--- src/hw/rtl/scpc_pkg.sv ---
// Package for the stripe-count position correction block.
// Holds the word types, configuration register codes, sequencer states and
// shared constants. No dependencies.
`default_nettype none

package scpc_pkg;

	localparam int NUM_SENSORS     = 2;
	localparam int CARRIED_SENSORS = 2;

	localparam logic [31:0] STRIPE_GAP_US = 32'd100000;
	localparam logic [31:0] US_PER_S      = 32'd1000000;
	// Largest first quotient that can still give a rate below the cap.
	localparam logic [51:0] RATE_Q_MAX    = 52'd1099511;
	localparam logic [40:0] RATE_CAP      = 41'h100_0000_0000;
	localparam logic [30:0] MASK31        = 31'h7FFF_FFFF;
	localparam logic [30:0] RESET_SPACING = 31'd1997537;
	// ceil(2^34 / 5): the product shifted right by 34 is the exact quotient
	// by five for any 32-bit operand.
	localparam logic [31:0] DIV5_RECIP    = 32'hCCCC_CCCD;

	localparam int ERR_W  = 50;
	localparam int DIV_N  = 52;
	localparam int DIV_D  = 32;
	localparam int DIV_CW = $clog2(DIV_N);

	typedef enum logic [1:0] {
		REG_SPACING  = 2'd0,
		REG_POS_UNC  = 2'd1,
		REG_START    = 2'd2,
		REG_VU_START = 2'd3
	} cfg_reg_t;

	typedef enum logic [4:0] {
		ST_IDLE, ST_SCAN, ST_POS, ST_ERR, ST_S5, ST_S5W, ST_MISS, ST_FCHK,
		ST_FW, ST_RATE, ST_RQW, ST_RCHK, ST_RQM, ST_RREM, ST_R2W, ST_RDONE,
		ST_POS2, ST_ERR2, ST_FIN
	} state_t;

	typedef struct packed {
		logic signed [31:0] displacement;
		logic signed [31:0] velocity;
		logic               real_run;
		logic [31:0]        current_time;
		logic [31:0]        sensor_a_count;
		logic [31:0]        sensor_a_time;
		logic [31:0]        sensor_b_count;
		logic [31:0]        sensor_b_time;
	} in_item_t;

	typedef struct packed {
		logic signed [31:0] displacement_out;
		logic signed [31:0] velocity_out;
		logic               stripe_seen;
		logic [15:0]        stripes;
		logic [7:0]         failures;
		logic               critical_failure;
		logic [30:0]        velocity_uncertainty;
	} out_item_t;

	typedef struct packed {
		logic             start;
		logic [DIV_N-1:0] dividend;
		logic [DIV_D-1:0] divisor;
	} div_req_t;

	typedef struct packed {
		logic             done;
		logic [DIV_N-1:0] quotient;
		logic [DIV_D-1:0] remainder;
	} div_rsp_t;

endpackage

`default_nettype wire

--- src/hw/rtl/scpc_div.sv ---
// Shared restoring divider: one quotient bit per cycle.
// Depends on scpc_pkg.
`default_nettype none

module scpc_div (
	input  wire               clk,
	input  wire               arst_n,
	input  scpc_pkg::div_req_t req,
	output scpc_pkg::div_rsp_t rsp
);
	import scpc_pkg::*;

	logic              busy_q;
	logic              done_q;
	logic [DIV_CW-1:0] cnt_q;
	logic [DIV_N-1:0]  dvd_q;
	logic [DIV_D-1:0]  rem_q;
	logic [DIV_D-1:0]  dvs_q;
	logic [DIV_D:0]    trial;
	logic [DIV_D:0]    diff;
	logic              ge;

	always_comb begin
		trial = {rem_q, dvd_q[DIV_N-1]};
		ge    = trial >= {1'b0, dvs_q};
		diff  = trial - {1'b0, dvs_q};
	end

	always_ff @(posedge clk or negedge arst_n) begin
		if (!arst_n) begin
			busy_q <= 1'b0;
			done_q <= 1'b0;
			cnt_q  <= '0;
		end else begin
			done_q <= 1'b0;
			if (req.start) begin
				busy_q <= 1'b1;
				cnt_q  <= DIV_CW'(DIV_N - 1);
			end else if (busy_q) begin
				cnt_q <= cnt_q - 1'b1;
				if (cnt_q == '0) begin
					busy_q <= 1'b0;
					done_q <= 1'b1;
				end
			end
		end
	end

	always_ff @(posedge clk) begin
		if (req.start) begin
			dvd_q <= req.dividend;
			dvs_q <= req.divisor;
			rem_q <= '0;
		end else if (busy_q) begin
			dvd_q <= {dvd_q[DIV_N-2:0], ge};
			rem_q <= ge ? diff[DIV_D-1:0] : trial[DIV_D-1:0];
		end
	end

	assign rsp.done      = done_q;
	assign rsp.quotient  = dvd_q;
	assign rsp.remainder = rem_q;

endmodule

`default_nettype wire

--- config.mk ---
export PLATFORM = sky130hd
export DESIGN_NAME = scpc_div
export DESIGN_NICKNAME = d
export VERILOG_FILES = /design/src/hw/rtl/scpc_pkg.sv /design/src/hw/rtl/scpc_div.sv
export SDC_FILE = /design/constraint.sdc
export NUM_CORES = 1
export LEC_CHECK = 0
export BUFFER_PORTS_ARGS = -buffer_cell sky130_fd_sc_hd__buf_2
export CAP_MARGIN = 10
export CORE_UTILIZATION = 54
export CTS_CLUSTER_DIAMETER = 30
export CTS_CLUSTER_SIZE = 14
export DETAILED_ROUTE_END_ITERATION = 10
export PLACE_DENSITY_LB_ADDON = 0.1
export RECOVER_POWER = 50
export SYNTH_ARGS = -nofsm -noshare
export SYNTH_HDL_FRONTEND = slang
export SYNTH_SLANG_ARGS = --single-unit
--- constraint.sdc ---
create_clock -name clk -period 3.1 [get_ports clk]
set_input_delay 0.155 -clock clk [delete_from_list [all_inputs] [get_ports clk]]
set_output_delay 0.155 -clock clk [all_outputs]
set_load 0.05 [all_outputs]
After elaboration in Yosys (flattened, before gate mapping)
Index checks and enable logic that the tools add are counted.
- register bits after elaboration: 124
- output and inout bits: 85
- logic and storage cells: 22
- add/sub/neg operators: 2
- magnitude comparators: 1
- multiplexer cells: 11
- reduce and logical (&&, ||, !) cells: 2
- operator list (operator ; count):
    2-to-1 mux 52 bit ; 2
    greater-or-equal comparator 33 x 32 -> 1 bit ; 1
    2-to-1 mux 32 bit ; 1
    subtractor 32 bit ; 1
    2-to-1 mux 6 bit ; 2
    zero test 6 bit ; 1
    2-to-1 mux 1 bit ; 6
    subtractor 6 x 1 -> 6 bit (second input constant) ; 1
    nonzero test 2 bit ; 1

Logic depth before layout (Yosys ltp)
- depth in word-level cells: 4
- depth in mapped cells: 13
- depth with buffers taken out: 12

Least setup slack after synthesis
OpenSTA, ideal clock, no wires.
- path type: flip-flop to flip-flop
- start point: reg rem_q[15]
- end point: reg rem_q[30]
- setup time: 0.095 ns
- arrival: 2.845 ns
- slack: 0.160 ns
- stages on the path, launching flop included: 10
- path buffers: 0
- clock period less this slack: 2.940 ns
- cells stage by stage: dfxtp_1 > ha_1 > nand2_1 > nor2_1 > or4b_1 > o221ai_1 > nand2_1 > a221oi_2 > mux2_1 > a221oi_1
- word-level cells in the longest chain between the ends: 2
- elaborated cells on any way between the ends: 3
- RTL lines (item ; RTL line ; RTL):
    from (decl) ; scpc_div.sv:17 ; logic [DIV_D-1:0] rem_q;
    from (signal assigned) ; scpc_div.sv:56 ; rem_q <= ge ? diff[DIV_D-1:0] : trial[DIV_D-1:0];
    subtractor 32 bit / greater-or-equal comparator 33 x 32 -> 1 bit (equally long branches) ; scpc_div.sv:26, scpc_div.sv:25 ;
    2-to-1 mux 32 bit * ; scpc_div.sv:56 ;
Every way passes the cells marked *; elsewhere a longest branch is shown, timed or not.
A chain may end at the register's enable or synchronous reset.

Worst setup path in the final report
- start point: reg dvs_q[24]
- end point: reg rem_q[31]
- word-level cells in the longest chain between the ends: 2
- elaborated cells on any way between the ends: 3
- RTL lines (item ; RTL line ; RTL):
    from (decl) ; scpc_div.sv:18 ; logic [DIV_D-1:0] dvs_q;
    from (signal assigned) ; scpc_div.sv:52 ; dvs_q <= req.divisor;
    subtractor 32 bit / greater-or-equal comparator 33 x 32 -> 1 bit (equally long branches) ; scpc_div.sv:26, scpc_div.sv:25 ;
    2-to-1 mux 32 bit * ; scpc_div.sv:56 ;
Marks and branches as above.

==> results.md <==
- The run finished, with violations left.
- The checks that failed: max-capacitance violations, max-slew violations.
- The clock passes through at most 2 buffers.
- The final-layout worst hold slack is 0.0231 ns.
- The highest attainable clock frequency is 339 MHz.
- Yosys instantiated no cell more often than sky130_fd_sc_hd__edfxtp_1.
- After synthesis the netlist holds a flip-flop and latch count of 124.
- The total negative setup slack is 0 ns.
- Counting flops with an async set or reset pin after synthesis yields a share of 0.0645.
- The remaining antenna violation count is 0.
- In this run the tightest slew margin relative to its limit is -0.0859.
- The largest net degree at the start of global routing is 74.
- The total via count in the routed design is 5,907.
- At the end of the flow the core is filled with cells to 0.711.
- The via count of the first global-routing pass is 5,775.
- Data on the critical path arrives at its endpoint at 3.28 ns.
- The mean instance size in the synthesized netlist is 10.6 µm².
- The cell at the root of the clock tree is sky130_fd_sc_hd__clkbuf_16.
- Measured along the x axis, the die boundary spans 116 µm.
- The most instantiated flip-flop cell in the synthesis netlist is sky130_fd_sc_hd__edfxtp_1.
- STA classifies the critical path startpoint as a flop.
- The total die area is between 10,000 and 15,000 µm².
- The count of cell types in the netlist is 79.
- The final worst-path cycle share is 0.952.
- Clock-pin slew was measured on the worst setup and hold paths at 0.06 ns.
- The wire-length estimate of the detail-placed layout is 12,300 µm.
- Yosys attributes the largest share of cell area to sky130_fd_sc_hd__edfxtp_1, sky130_fd_sc_hd__dfxtp_1, sky130_fd_sc_hd__mux2_2, sky130_fd_sc_hd__ha_1, sky130_fd_sc_hd__nand2_1.
- The routed length per instance is between 15 and 20 µm.
- In this run the worst hold path is classified as input port to flop.
- The type of the setup path with the least slack is flop to flop.
- The multi-input gate area in the final layout is about 3400 µm².
- By count the netlist is led by sky130_fd_sc_hd__edfxtp_1, sky130_fd_sc_hd__nand2_1, sky130_fd_sc_hd__mux2_2.
- For this run, the total global-route usage over all layers was measured as 0.263.
- The count of endpoints failing hold in the final timing report came to 0.
- The height of the die is 116 µm.
- The fraction of post-synthesis cell area in the top cell type by area is 0.357.
- The DRC violation total after the first TritonRoute iteration is 271.
- The number of antenna violations at the first check in global routing is 0.
- In this run the cell area of the synthesized design comes to 7060 µm².
- The biggest area contributor in the post-synthesis netlist is sky130_fd_sc_hd__edfxtp_1.
- The count of cells in the finished layout, fillers not included, comes to 1,058.
- The number of fill cells in the layout is 962.
- The highest fanout seen on the critical path is 12.
- After clock tree synthesis, the setup repair step added 0 buffers.
- In this run the power density over the cells is between 900 and 1000 nW/µm².
- Counting the buffers created by CTS gives 17.
- At the pin with the least slew margin, the transition time is ~1.6 ns.
- The placed instance count is 993.
- The quantity of I/O buffers inserted on ports is ~170.
- Power comes to 8.41 mW.
- The sequential cells in the finished layout cover a total of 3360 µm².
- The worst setup path is captured at a flop.
- The repair_antennas step left the layout with diodes totalling 0.
- CTS built an H-tree with a depth of 4.
- The number of enable flip-flop cells after synthesis is 84.
- The number of max-slew violations in the final report was 32.
- The first-pass GRT wire length is 27,000 µm.
- Clock latency on the worst-skew pair, taken at its later pin, is about 0.43 ns.
- Counting every net in the synthesized netlist gives around 800.
- The number of clock sinks seen by CTS is 124.
- The TritonCTS clock tree is built.
- The total DRC errors in the routed layout is 0.
- The global placer's final weighted congestion is 0.868.
- Of the cells placed in the final design, the portion with a size suffix greater than 1 is 0.309.
- VDD sags by at most 0.592 mV.
- The number of synthesis warnings is 0.
- In this run the static leakage power is 3.94 nW.
- After detailed routing, the number of vias per cell comes to roughly 5.6.
- The number of nets in the layout is 995.
- Summed over all layers, the global routing overflow is 0.
- The tool flagged a number of max-cap violations equal to 1.
- The share of the yosys chip area belonging to registers is 0.476.
- The initial utilization of the core area, before any placement, comes to 0.557.
- The first detailed-routing pass took 4 iterations.
- The signed area change from the synthesized netlist to the final layout is 27.6%.
- The core footprint is 12,700 µm².
- The total number of placement rows is 41.
- Subtracting the final worst setup slack from the clock period gives 2.95 ns.
- The number of cells on the worst reg-to-reg path is 11.
- The clock arrives with 0.00968 ns of skew.
- The boundary pin count is 172.
- Along the worst hold path, the cell count comes to 2.
- The cell count after synthesis came out at 667.
- The final wirelength is 17,200 µm.
- Setup violations remaining at the end of the flow were counted as 0.
- For the worst setup path, the data required time is 3.43 ns.
## cell families (layout without fill, tap and decap cells)
| logic type | count (synthesis) | count (layout) | share of synthesized area |
|---|---|---|---|
| and+or+nand+nor | 185 | 185 | 0.126 |
| AOI/OAI and AO/OA | 167 | 167 | 0.173 |
| DFF | 124 | 124 | 0.476 |
| buffers and inverters | 80 | 299 | 0.0484 |
| muxes | 56 | 56 | 0.0889 |
| adders and majority gates | 35 | 35 | 0.0631 |
| xor gates and xnor gates | 20 | 20 | 0.0248 |
## stage by stage
step	instance area, µm²	setup WS, ns
final	9010	0.150
after floorplan	7060	0.160
after CTS	9030	0.0297
after global routing	9010	-0.0327
after detailed placement	8120	0.0618
after global placement	8120	0.0996
## where the power goes
group | switching (mW) | total, mW | leakage (nW) | internal (mW)
sequential | 0.270 | 2.37 | 1.22 | 2.10
combinational | 2.65 | 4.07 | 2.45 | 1.42
clock | 0.761 | 1.96 | 0.280 | 1.20
## worst paths after layout
path,slack (ns),to,from
setup / recovery,0.15,rem_q[31],dvs_q[24]
min in group asynchronous,0.21,cnt_q[3],arst_n
hold / removal,0.02,dvd_q[39],req[71]
hold reg to reg,0.51,rem_q[2],rem_q[2]
setup reg to reg,0.15,rem_q[31],dvs_q[24]
max in group asynchronous,2.56,done_q,arst_n
## metal layers
layer  vias up  global-route usage  wire [µm]
met5         -                   0          0
met4         0               0.115        342
met3        25              0.0887       1160
met2       204               0.454       8620
met1      2796               0.294       7080
li1       2882                   -          -
## sequential cells by signal, summed over array words and instances (netlist names)
signal and flops:
busy_q 1, cnt_q 6, done_q 1, dvd_q 52
dvs_q 32, rem_q 32
## area by class of cell
type / count / area share
multi-input cells: 463 / 0.374
flip-flops and latches: 124 / 0.373
repair buffers: 223 / 0.145
clock buffers: 18 / 0.0487
well taps: 172 / 0.0239
inverters: 44 / 0.0183
clock inverters: 14 / 0.0161
## critical path, stage by stage (launching register included)
cell and delay [ns]:
sky130_fd_sc_hd__edfxtp_1 0.32, sky130_fd_sc_hd__inv_1 0.04, sky130_fd_sc_hd__ha_2 0.40, sky130_fd_sc_hd__nand3_1 0.23, sky130_fd_sc_hd__nor4b_2 0.34, sky130_fd_sc_hd__a31oi_1 0.13
sky130_fd_sc_hd__o21ai_1 0.20, sky130_fd_sc_hd__a41o_2 0.30, sky130_fd_sc_hd__nor2_2 0.05, sky130_fd_sc_hd__buf_4 0.18, sky130_fd_sc_hd__or4_1 0.51, sky130_fd_sc_hd__and3_1 0.15
## timing repair
action / 4_1_cts / 5_1_grt
hold buffers: 33 / 0
resized for setup: 0 / 3
hold endpoints to repair: 40 / 0
setup endpoints to repair: 0 / 4
## placed cells by master (no fill, tap or decap), drive strengths merged, types with 4 or more instances in the layout
cell,synthesis,final
nand4,6,6
a211oi,4,4
o21ai,28,28
or3,4,4
and3,7,7
dfrtp,8,8
o21a,9,9
o21bai,4,4
buf,19,165
nor3,4,4
a21oi,42,42
nand2,68,68
mux2,54,54
a21o,16,16
nor2b,6,6
clkinv,0,7
edfxtp,84,84
o211ai,8,8
dfxtp,32,32
nand3,15,15
a311oi,21,21
ha,34,34
dlygate4sd3,0,33
clkbuf,17,43
nand2b,10,10
xnor2,17,17
nor2,48,48
inv,44,46
a31oi,6,6
Power figures use the tool's default switching activity.
